**config.mk**
```make
export PLATFORM = sky130hd
export DESIGN_NAME = ncis_ctrl
export DESIGN_NICKNAME = d
export VERILOG_FILES = /design/src/rtl/ncis_pkg.sv /design/src/rtl/ncis_ctrl.sv
export SDC_FILE = /design/constraint.sdc
export NUM_CORES = 1
export LEC_CHECK = 0
export BUFFER_PORTS_ARGS = -buffer_cell sky130_fd_sc_hd__buf_2
export CORE_UTILIZATION = 35
export DETAILED_ROUTE_END_ITERATION = 8
export SLEW_MARGIN = 20
export SYNTH_ARGS = -nofsm -noshare
export SYNTH_HDL_FRONTEND = slang
export SYNTH_SLANG_ARGS = --single-unit
export TNS_END_PERCENT = 10
```
**constraint.sdc**
```tcl
create_clock -name clock -period 2.4 [get_ports clock]
set_clock_uncertainty 0.15 [all_clocks]
set_input_delay 0.48 -clock clock [delete_from_list [all_inputs] [get_ports clock]]
set_output_delay 0.48 -clock clock [all_outputs]
set_load 0.01 [all_outputs]
```
**src/rtl/ncis_pkg.sv**
```systemverilog
// ----------------------------------------------------------------------------
// ncis_pkg
// Shared types, opcode codes and tables of the 4-bit instruction step core.
// ----------------------------------------------------------------------------
package ncis_pkg;

   localparam int STACK_DEPTH = 3;

   // Opcode high nibble
   localparam logic [3:0] HI_NOP     = 4'h0;
   localparam logic [3:0] HI_JCN     = 4'h1;
   localparam logic [3:0] HI_FIM_SRC = 4'h2;
   localparam logic [3:0] HI_FIN_JIN = 4'h3;
   localparam logic [3:0] HI_JUN     = 4'h4;
   localparam logic [3:0] HI_JMS     = 4'h5;
   localparam logic [3:0] HI_INC     = 4'h6;
   localparam logic [3:0] HI_ISZ     = 4'h7;
   localparam logic [3:0] HI_ADD     = 4'h8;
   localparam logic [3:0] HI_SUB     = 4'h9;
   localparam logic [3:0] HI_LD      = 4'hA;
   localparam logic [3:0] HI_XCH     = 4'hB;
   localparam logic [3:0] HI_BBL     = 4'hC;
   localparam logic [3:0] HI_LDM     = 4'hD;
   localparam logic [3:0] HI_IO      = 4'hE;
   localparam logic [3:0] HI_ACC     = 4'hF;

   // I/O and RAM group, low nibble
   localparam logic [3:0] IO_WRM = 4'h0;
   localparam logic [3:0] IO_WMP = 4'h1;
   localparam logic [3:0] IO_WRR = 4'h2;
   localparam logic [3:0] IO_WPM = 4'h3;
   localparam logic [3:0] IO_WR0 = 4'h4;
   localparam logic [3:0] IO_WR1 = 4'h5;
   localparam logic [3:0] IO_WR2 = 4'h6;
   localparam logic [3:0] IO_WR3 = 4'h7;
   localparam logic [3:0] IO_SBM = 4'h8;
   localparam logic [3:0] IO_RDM = 4'h9;
   localparam logic [3:0] IO_RDR = 4'hA;
   localparam logic [3:0] IO_ADM = 4'hB;
   localparam logic [3:0] IO_RD0 = 4'hC;
   localparam logic [3:0] IO_RD1 = 4'hD;
   localparam logic [3:0] IO_RD2 = 4'hE;
   localparam logic [3:0] IO_RD3 = 4'hF;

   // Accumulator group, low nibble
   localparam logic [3:0] AC_CLB = 4'h0;
   localparam logic [3:0] AC_CLC = 4'h1;
   localparam logic [3:0] AC_IAC = 4'h2;
   localparam logic [3:0] AC_CMC = 4'h3;
   localparam logic [3:0] AC_CMA = 4'h4;
   localparam logic [3:0] AC_RAL = 4'h5;
   localparam logic [3:0] AC_RAR = 4'h6;
   localparam logic [3:0] AC_TCC = 4'h7;
   localparam logic [3:0] AC_DAC = 4'h8;
   localparam logic [3:0] AC_TCS = 4'h9;
   localparam logic [3:0] AC_STC = 4'hA;
   localparam logic [3:0] AC_DAA = 4'hB;
   localparam logic [3:0] AC_KBP = 4'hC;
   localparam logic [3:0] AC_DCL = 4'hD;

   // Conditional jump condition bits
   localparam logic [3:0] JCN_INVERT   = 4'b1000;
   localparam logic [3:0] JCN_ACC_ZERO = 4'b0100;
   localparam logic [3:0] JCN_CARRY    = 4'b0010;
   localparam logic [3:0] JCN_TEST     = 4'b0001;

   // Port write kinds
   localparam logic [1:0] KIND_NONE = 2'd0;
   localparam logic [1:0] KIND_RAM  = 2'd1;
   localparam logic [1:0] KIND_ROM  = 2'd2;

   // Status nibble that stops the core: bank 0, chip 3, register 3, nibble 0
   localparam logic [3:0] HALT_CHIP_REG = 4'hF;
   localparam logic [3:0] DEC_TEN       = 4'd10;
   localparam logic [3:0] DEC_NINE      = 4'd9;
   localparam logic [3:0] NIBBLE_MAX    = 4'hF;

   typedef struct packed {
      logic        clear_we;
      logic [11:0] clear_addr;
      logic        take_item;
      logic        fetch_op;
      logic        latch_op;
      logic        fetch_b2;
      logic        latch_b2;
      logic        commit;
   } cmd_type;

   typedef struct packed {
      logic runs;
      logic needs_b2;
      logic halted;
   } sts_type;

   // Keyboard code: 0..4 pass through, anything else is all ones
   function automatic logic [3:0] kbp_code(input logic [3:0] a);
      logic [3:0] r;
      unique case (a)
         4'h0: r = 4'h0;
         4'h1: r = 4'h1;
         4'h2: r = 4'h2;
         4'h3: r = 4'h3;
         4'h4: r = 4'h4;
         default: r = NIBBLE_MAX;
      endcase
      return r;
   endfunction

endpackage

```
**src/rtl/ncis_ctrl.sv**
```systemverilog
// ----------------------------------------------------------------------------
// ncis_ctrl
// Sequencer: clearing pass, fetch of opcode and second byte, commit.
// ----------------------------------------------------------------------------
module ncis_ctrl (
   input  logic              clock,
   input  logic              reset,
   input  logic              req_valid,
   output logic              req_ready,
   output logic              rsp_valid,
   input  logic              rsp_ready,
   input  ncis_pkg::sts_type sts,
   output ncis_pkg::cmd_type cmd
);
   import ncis_pkg::*;

   typedef enum logic [2:0] {ST_CLEAR, ST_IDLE, ST_OP, ST_B2, ST_EXEC} state_type;

   state_type   state_ff, state_in;
   logic [11:0] clr_cnt_ff, clr_cnt_in;
   logic        rsp_valid_ff, rsp_valid_in;
   logic        out_free;

   always_comb begin
      out_free      = !rsp_valid_ff || rsp_ready;
      cmd           = '0;
      cmd.clear_we  = (state_ff == ST_CLEAR);
      cmd.clear_addr = clr_cnt_ff;
      cmd.take_item = (state_ff == ST_IDLE) && req_valid;
      cmd.fetch_op  = cmd.take_item && sts.runs;
      cmd.latch_op  = (state_ff == ST_OP);
      cmd.fetch_b2  = (state_ff == ST_OP) && sts.needs_b2;
      cmd.latch_b2  = (state_ff == ST_B2);
      cmd.commit    = (state_ff == ST_EXEC) && out_free;
      req_ready     = (state_ff == ST_IDLE);
      rsp_valid     = rsp_valid_ff;

      state_in   = state_ff;
      clr_cnt_in = clr_cnt_ff;
      unique case (state_ff)
         ST_CLEAR: begin
            clr_cnt_in = clr_cnt_ff + 12'd1;
            if (&clr_cnt_ff) state_in = ST_IDLE;
         end
         ST_IDLE: begin
            if (cmd.take_item) state_in = sts.runs ? ST_OP : ST_EXEC;
         end
         ST_OP:   state_in = sts.needs_b2 ? ST_B2 : ST_EXEC;
         ST_B2:   state_in = ST_EXEC;
         ST_EXEC: begin
            if (cmd.commit) state_in = ST_IDLE;
         end
         default: state_in = ST_IDLE;
      endcase

      priority if (cmd.commit) rsp_valid_in = 1'b1;
      else if (rsp_ready)      rsp_valid_in = 1'b0;
      else                     rsp_valid_in = rsp_valid_ff;
   end

   always_ff @(posedge clock) begin
      if (reset) begin
         state_ff     <= ST_CLEAR;
         clr_cnt_ff   <= '0;
         rsp_valid_ff <= 1'b0;
      end else begin
         state_ff     <= state_in;
         clr_cnt_ff   <= clr_cnt_in;
         rsp_valid_ff <= rsp_valid_in;
      end
   end

endmodule

```
Word level (Yosys, flattened, before mapping). Cells that the tools add are included.

Bits in registers: 16. Bits of input ports: 7. Output and inout bits: 21. Word-level logic and storage cells: 29.

Add/subtract/negate cells: 1. Eq/ne operators: 7. Mux-type cells: 8. Reductions and logical operators: 10.

Operators by type and width (number): $mux 3 (5); $pmux 3 s5 (1); $add 12x1->12 const B (1); $reduce_and 12->1 (1); $eq 3x2->1 const B (2); $logic_and 1x1->1 (4); $ne 2x1->1 const B (2); $eq 3x1->1 const B (1); $eq 3x3->1 const B (1); $logic_not 3->1 (1); $reduce_and 3->1 (1); $mux 1 (2); $ne 2x2->1 const B (1); $reduce_bool 2->1 (1); $logic_not 1->1 (1); $logic_or 1x1->1 (1).

Depth between registers and ports, before layout. Gate-level depths: netlist of the first run.

Word-level depth: 5. Mapped depth: 7. Depth with buffers taken out: 5.

Least setup slack after synthesis of the first run. No wires, ideal clock.

Path kind: reg-to-reg. From: register clr_cnt_ff[0]. To: register clr_cnt_ff[10]. Data arrival time: 1.521 ns. Data required time: 2.120 ns. Path slack: 0.599 ns. Stages on the path, launching flop included: 6. Buffers on the path: 0. Period minus slack after synthesis: 1.801 ns. Cell sequence: dfxtp_1 -> ha_1 -> or4b_4 -> nor4_2 -> xnor2_1 -> nor2_1.

Word-level cells in the longest chain between the ends: 1.

Ends and longest elaborated chain: start: declaration (RTL line ncis_ctrl.sv:20) `logic [11:0] clr_cnt_ff, clr_cnt_in;`; start signal: assignment (RTL line ncis_ctrl.sv:68) `clr_cnt_ff <= clr_cnt_in;`; $add 12x1->12 (RTL line ncis_ctrl.sv:42) `clr_cnt_in = clr_cnt_ff + 12'd1;`.

Every way passes these cells. A chain may end at the register's enable or synchronous reset.

==> flow_metrics.py, run 1 <==
metrics = {
    "outcome": {
        "status": "finished clean",
    },
    "cts": {
        "clock-sinks": 16,
        "cts_tree": "yes",
        "root_buffer": "clkbuf_4",
        "cts_hold_buf": 0,
        "clk_pin_slew_ns": 0.09,
        "ctsResizeCount": 0,
        "cts-htree-levels": 1,
        "cts_made_buffers": 3,
        "clock_latency_ns": 0.28,
        "clockBufferDepth": 2,
        "post_cts.repair.setup_buffers": 0,
    },
    "worst_setup_path": {
        "critPathMaxFanout": 10,
        "end_kind": "output pin",
        "required_ns": 1.77,
        "critical_path_class": "reg -> out",
        "critPathLaunchType": "flop",
        "critPathArrivalTime_ns": 1.56,
    },
    "power": {
        "p_switching_mw": 0.1031,
        "ir_drop_mv": 0.1963,
        "comb_power_share_pct": 6.4,
        "swShare_pct": 23.21,
        "p_int_mw": 0.3410,
        "p_per_area_nw_per_um2": 462.8,
        "clockPowerShare_pct": 31.5,
        "seq_power_share_pct": 62.1,
        "p_leak_nw": 0.3855,
    },
    "yosys": {
        "yosys.area.top_type": "dfxtp_1",
        "ys_types": 27,
        "syn_inst": 100,
        "synth_top_area_share_pct": 39.32,
        "synth_seq_area_share_pct": 39.32,
        "synthTopCellsByArea": "dfxtp_1 39%, xnor2_1 8.6%, nor2_1 7.4%",
        "synth_seq_cells": 16,
        "syn_area_per_cell_sq_um": 8.145,
        "yosys_warnings": 0,
        "synth_area_sq_um": 814.5,
        "syn-num-nets": 108,
    },
    "place": {
        "place_area_sq_um": 937.1,
        "dp_hpwl_microns": 1162,
        "place_inst": 148,
        "gp_congestion": 0.7025,
        "numPortBuffers": 26,
    },
    "timing": {
        "hold_viol_final": 0,
        "worst_pin_slew_ns": 0.3013,
        "setup_violations": 0,
        "holdWs_ns": 0.3167,
        "finalSetupTns_ns": 0,
        "rsz0062_at_grt": "false",
        "drv_slew": 0,
        "finalCriticalPeriod_ns": 2.189,
        "fmax_mhz": 456.9,
        "maxSlewHeadroom_pct": 79.73,
        "period_share_pct": 91.20,
    },
    "layout": {
        "final_area_sq_um": 959.7,
        "fin_cells": 151,
        "area.growth.synth_to_final_pct": 17.82,
        "final_nets": 133,
        "diodes": 0,
        "layout-drive-gt1-share_pct": 27.64,
        "fillers": 234,
    },
    "grt": {
        "track_usage_pct": 14.49,
        "grt_pass1_wl_microns": 2766,
        "grt_max_degree": 17,
        "grt-ovfl-total": 0,
        "grt_pass1_vias": 632,
        "grt_antenna_before_repair": 0,
    },
    "run": {
        "cap_violations": 0,
    },
    "route": {
        "drt_wl_total_microns": 1622,
        "final_antenna_net_count": 0,
        "route.vias.total": 734,
        "viasPerCell": 4.861,
        "drt_first_pass_iters": 4,
        "route.detailed.drc": 0,
        "post_drt_wl_per_cell_microns": 10.74,
        "drtIter0Drc": 2,
    },
    "floorplanning": {
        "core_sq_um": 2212,
        "dieArea_sq_um": 2524,
        "fp.dieW_microns": 50.24,
        "ioPinCount": 28,
        "initial_utilization_pct": 36.82,
        "die-height_microns": 50.24,
        "floorplan.rows": 17,
    },
    "min_path": {
        "hp-class": "in -> reg",
    },
}
-- final cells by class --
class	instances	area [sq um]	share of cell area (%)
multi-input combinational	75	440.4	45.89
sequential	16	320.3	33.38
timing repair buffer	26	130.1	13.56
tap	28	35.03	3.651
clock buffer	3	22.52	2.347
inverter	3	11.26	1.173
-- synthesized netlist by cell type, drive strengths merged --
cell,instances
nand3,3
buf,5
nand4,4
nand2b,3
or3,2
xnor2,8
nand2,9
clkbuf,1
nor3,6
nor4b,1
xor2,2
ha,1
inv,3
nor2b,2
nor3b,1
and2,1
nor4,5
nor2,18
or4b,1
o21ai,2
dfxtp,16
a21oi,6
-- power by group through the flow --
stage / Clock, mW / Combinational (mW) / Sequential [mW]
2_1_floorplan: 0 / 0.0153 / 0.283
3_3_place_gp: 0 / 0.0281 / 0.282
3_5_place_dp: 0 / 0.0287 / 0.282
4_1_cts: 0.145 / 0.0289 / 0.276
5_1_grt: 0.161 / 0.0323 / 0.277
6_report: 0.140 / 0.0284 / 0.276
-- layout by cell type, fill, tap and decap left out, drive strengths merged, types with 3 or more instances in the layout --
| cell | instances |
|---|---|
| a21oi | 6 |
| nand2b | 3 |
| nor2 | 18 |
| dfxtp | 16 |
| buf | 26 |
| nand4 | 4 |
| nand2 | 9 |
| nand3 | 3 |
| clkbuf | 3 |
| xnor2 | 8 |
| inv | 3 |
| nor3 | 6 |
| nor4 | 5 |
-- layer usage --
layer  wire length [microns]  track usage, %  vias to the layer above
met5                       0               0                        -
met4                      12           8.571                        0
met3                      80           2.727                        2
met2                     685           21.56                       21
met1                     843           19.22                      326
li1                        -               -                      385
-- stage by stage --
stage	worst slack, ns	total power [mW]	utilization, %
6_report	0.2111	0.4441	43.38
5_1_grt	0.1141	0.4705	43.38
4_1_cts	0.1977	0.4497	43.38
3_5_place_dp	0.5228	0.3105	42.36
3_3_place_gp	0.5229	0.3100	42.36
2_1_floorplan	0.5989	0.2987	-
-- cell families after synthesis --
family	synth area share, %
AOI/OAI and AO/OA	4.916
xor gates and xnor gates	10.75
adders and majority gates	1.536
buffers and inverters	6.604
DFF	39.32
and+or+nand+nor	36.87
-- worst paths after layout --
path,slack (ns),depth (start not counted),startpoint,to
worst max register to register,0.52,5,clr_cnt_ff[0],clr_cnt_ff[10]
worst max-delay path,0.21,3,state_ff[2],cmd[18]
worst min register to register,0.33,2,rsp_valid,rsp_valid
worst min-delay path,0.32,3,rsp_ready,rsp_valid
-- sequential cells by signal (all words and copies together) (netlist names) --
register	count
state_ff	3
clr_cnt_ff	12
rsp_valid	1
-- critical path, cell delays in order, from the launching register on --
cell and delay, ns:
dfxtp_1 0.40, or3_1 0.55, inv_1 0.17, buf_2 0.15
No activity file was read; power rests on OpenSTA's default activity.
==> run 2: changes to the inputs <==
- BUFFER_PORTS_ARGS: -buffer_cell sky130_fd_sc_hd__buf_2 -> unset
- DONT_BUFFER_PORTS: unset -> 1
==> run 2 against run 1 <==
Count of clock-buffer cells in the layout rose by 1; total power up 5.4%; clock power increased by 26%; critical path depth unchanged; sequential cell count stayed put; worst hold slack lost 0.22 ns; die area unchanged; wire length decreased by 5.5%; sequential power hardly changed; core utilization is 5.3 points lower; fmax is 3.6% higher; combinational power shrank 54%; critical path type unchanged; largest cell class unchanged.
==> flow_metrics.py, run 2 (synthesis gave the netlist of run 1 again) <==
metrics = {
    "worst_setup_path": {
        "end_kind": "output pin",
        "r2r-end": "clr_cnt_ff[10]",
        "reg2reg_from": "clr_cnt_ff[0]",
        "crit_end": "cmd[4]",
        "r2r_slack_ns": 0.49,
        "rr_worst_depth": 5,
        "critPathLaunchType": "flop",
        "critical_path_class": "reg -> out",
        "required_ns": 1.77,
        "critPathMaxFanout": 8,
        "critPathArrivalTime_ns": 1.48,
        "crit_start": "state_ff[0]",
    },
    "route": {
        "route.detailed.drc": 0,
        "drt_first_pass_iters": 4,
        "drtIter0Drc": 6,
        "route.vias.total": 645,
        "post_drt_wl_per_cell_microns": 12.16,
        "final_antenna_net_count": 0,
        "drt_wl_total_microns": 1532,
        "viasPerCell": 5.119,
    },
    "grt": {
        "track_usage_pct": 13.85,
        "grt_pass1_vias": 584,
        "grt_antenna_before_repair": 0,
        "grt_max_degree": 17,
        "grt_pass1_wl_microns": 2594,
        "grt-ovfl-total": 0,
    },
    "power": {
        "swShare_pct": 21.08,
        "comb_power_share_pct": 2.8,
        "p_leak_nw": 0.2607,
        "p_int_mw": 0.3695,
        "ir_drop_mv": 0.2509,
        "p_switching_mw": 0.09869,
        "seq_power_share_pct": 59.6,
        "p_per_area_nw_per_um2": 555.1,
        "clockPowerShare_pct": 37.6,
    },
    "place": {
        "numPortBuffers": 0,
        "gp_congestion": 0.7061,
        "dp_hpwl_microns": 1080,
        "post-place-ws_ns": 0.4943,
    },
    "floorplanning": {
        "fp.dieW_microns": 50.24,
        "initial_utilization_pct": 36.82,
        "die-height_microns": 50.24,
        "ioPinCount": 28,
        "core_sq_um": 2212,
        "floorplan.rows": 17,
        "dieArea_sq_um": 2524,
    },
    "layout": {
        "area.growth.synth_to_final_pct": 3.533,
        "largest_reg_flops": 12,
        "final_cell_mix": "16 x nor2_1, 16 x dfxtp_1, 9 x nand2_1",
        "layout-drive-gt1-share_pct": 9.184,
        "final_nets": 107,
        "diodes": 0,
        "top_register": "clr_cnt_ff",
    },
    "cts": {
        "root_buffer": "clkbuf_4",
        "clock-sinks": 16,
        "cts_hold_buf": 0,
        "cts_tree": "yes",
        "post_cts.repair.setup_buffers": 0,
        "clockBufferDepth": 2,
        "clock_latency_ns": 0.28,
        "cts_made_buffers": 3,
        "clk_pin_slew_ns": 0.09,
        "ctsResizeCount": 0,
        "cts-htree-levels": 1,
    },
    "outcome": {
        "status": "finished clean",
    },
    "min_path": {
        "hp-class": "in -> reg",
        "worstHoldStart": "reset",
    },
    "timing": {
        "fmax_mhz": 473.5,
        "maxSlewHeadroom_pct": 73.09,
        "fin_ws_ns": 0.2882,
        "period_share_pct": 87.99,
        "rsz0062_at_grt": "false",
        "finalSetupTns_ns": 0,
        "worst_pin_slew_ns": 0.4006,
        "drv_slew": 0,
        "finalCriticalPeriod_ns": 2.112,
        "hold_viol_final": 0,
        "setup_violations": 0,
    },
    "run": {
        "cap_violations": 0,
    },
}
[run 2: stage by stage]
| step | power [mW] | utilization (%) | hold WS (ns) | cells | cell area (sq um) |
|---|---|---|---|---|---|
| finish | 0.4682 | 38.12 | 0.09937 | 126 | 843.3 |
| global placement | 0.2979 | 36.48 | 0.3620 | 122 | 807.0 |
| floorplan | 0.2987 | - | 0.3468 | 100 | 814.5 |
| detailed placement | 0.2983 | 36.48 | 0.3606 | 122 | 807.0 |
| global route | 0.5008 | 38.12 | 0.06002 | 126 | 843.3 |
| CTS | 0.4790 | 38.12 | 0.08535 | 126 | 843.3 |
[run 2: worst min-delay path by stage]
stage / to / slack, ns / cells after the start
floorplan: rsp_valid / 0.35 / 2
global placement: rsp_valid / 0.36 / 2
detailed placement: rsp_valid / 0.36 / 2
CTS: clr_cnt_ff[11] / 0.09 / 1
global route: clr_cnt_ff[11] / 0.06 / 1
finish: clr_cnt_ff[11] / 0.1 / 1
[run 2: area by class of cell]
class                           count  area, sq um
Inverter                            3        11.26
Sequential cell                    16        320.3
Tap cell                           28        35.03
Fill cell                         241         1369
Clock buffer                        4        36.28
Multi-Input combinational cell     75        440.4
[run 2: power groups by stage]
| stage | Clock [mW] | Combinational [mW] | Sequential (mW) |
|---|---|---|---|
| after floorplan | 0 | 0.0153 | 0.283 |
| after global placement | 0 | 0.0130 | 0.285 |
| after detailed placement | 0 | 0.0132 | 0.285 |
| after CTS | 0.187 | 0.0132 | 0.279 |
| after global routing | 0.206 | 0.0150 | 0.280 |
| final | 0.176 | 0.0131 | 0.279 |
[run 2: critical path, cell delays in order, from the launching register on]
cell	delay, ns
dfxtp_1	0.47
nand2_1	0.15
nor3_1	0.34
and2_1	0.24
[run 2: per-layer routing]
| layer | vias to the layer above | part of all wire [%] | global-route usage [%] | wire, microns |
|---|---|---|---|---|
| met3 | 4 | 8.3 | 3.939 | 127 |
| met5 | - | 0 | 0 | 0 |
| met4 | 0 | 2.0 | 10.00 | 31 |
| met2 | 24 | 40 | 19.56 | 618 |
| li1 | 335 | - | - | - |
| met1 | 282 | 49 | 17.71 | 754 |
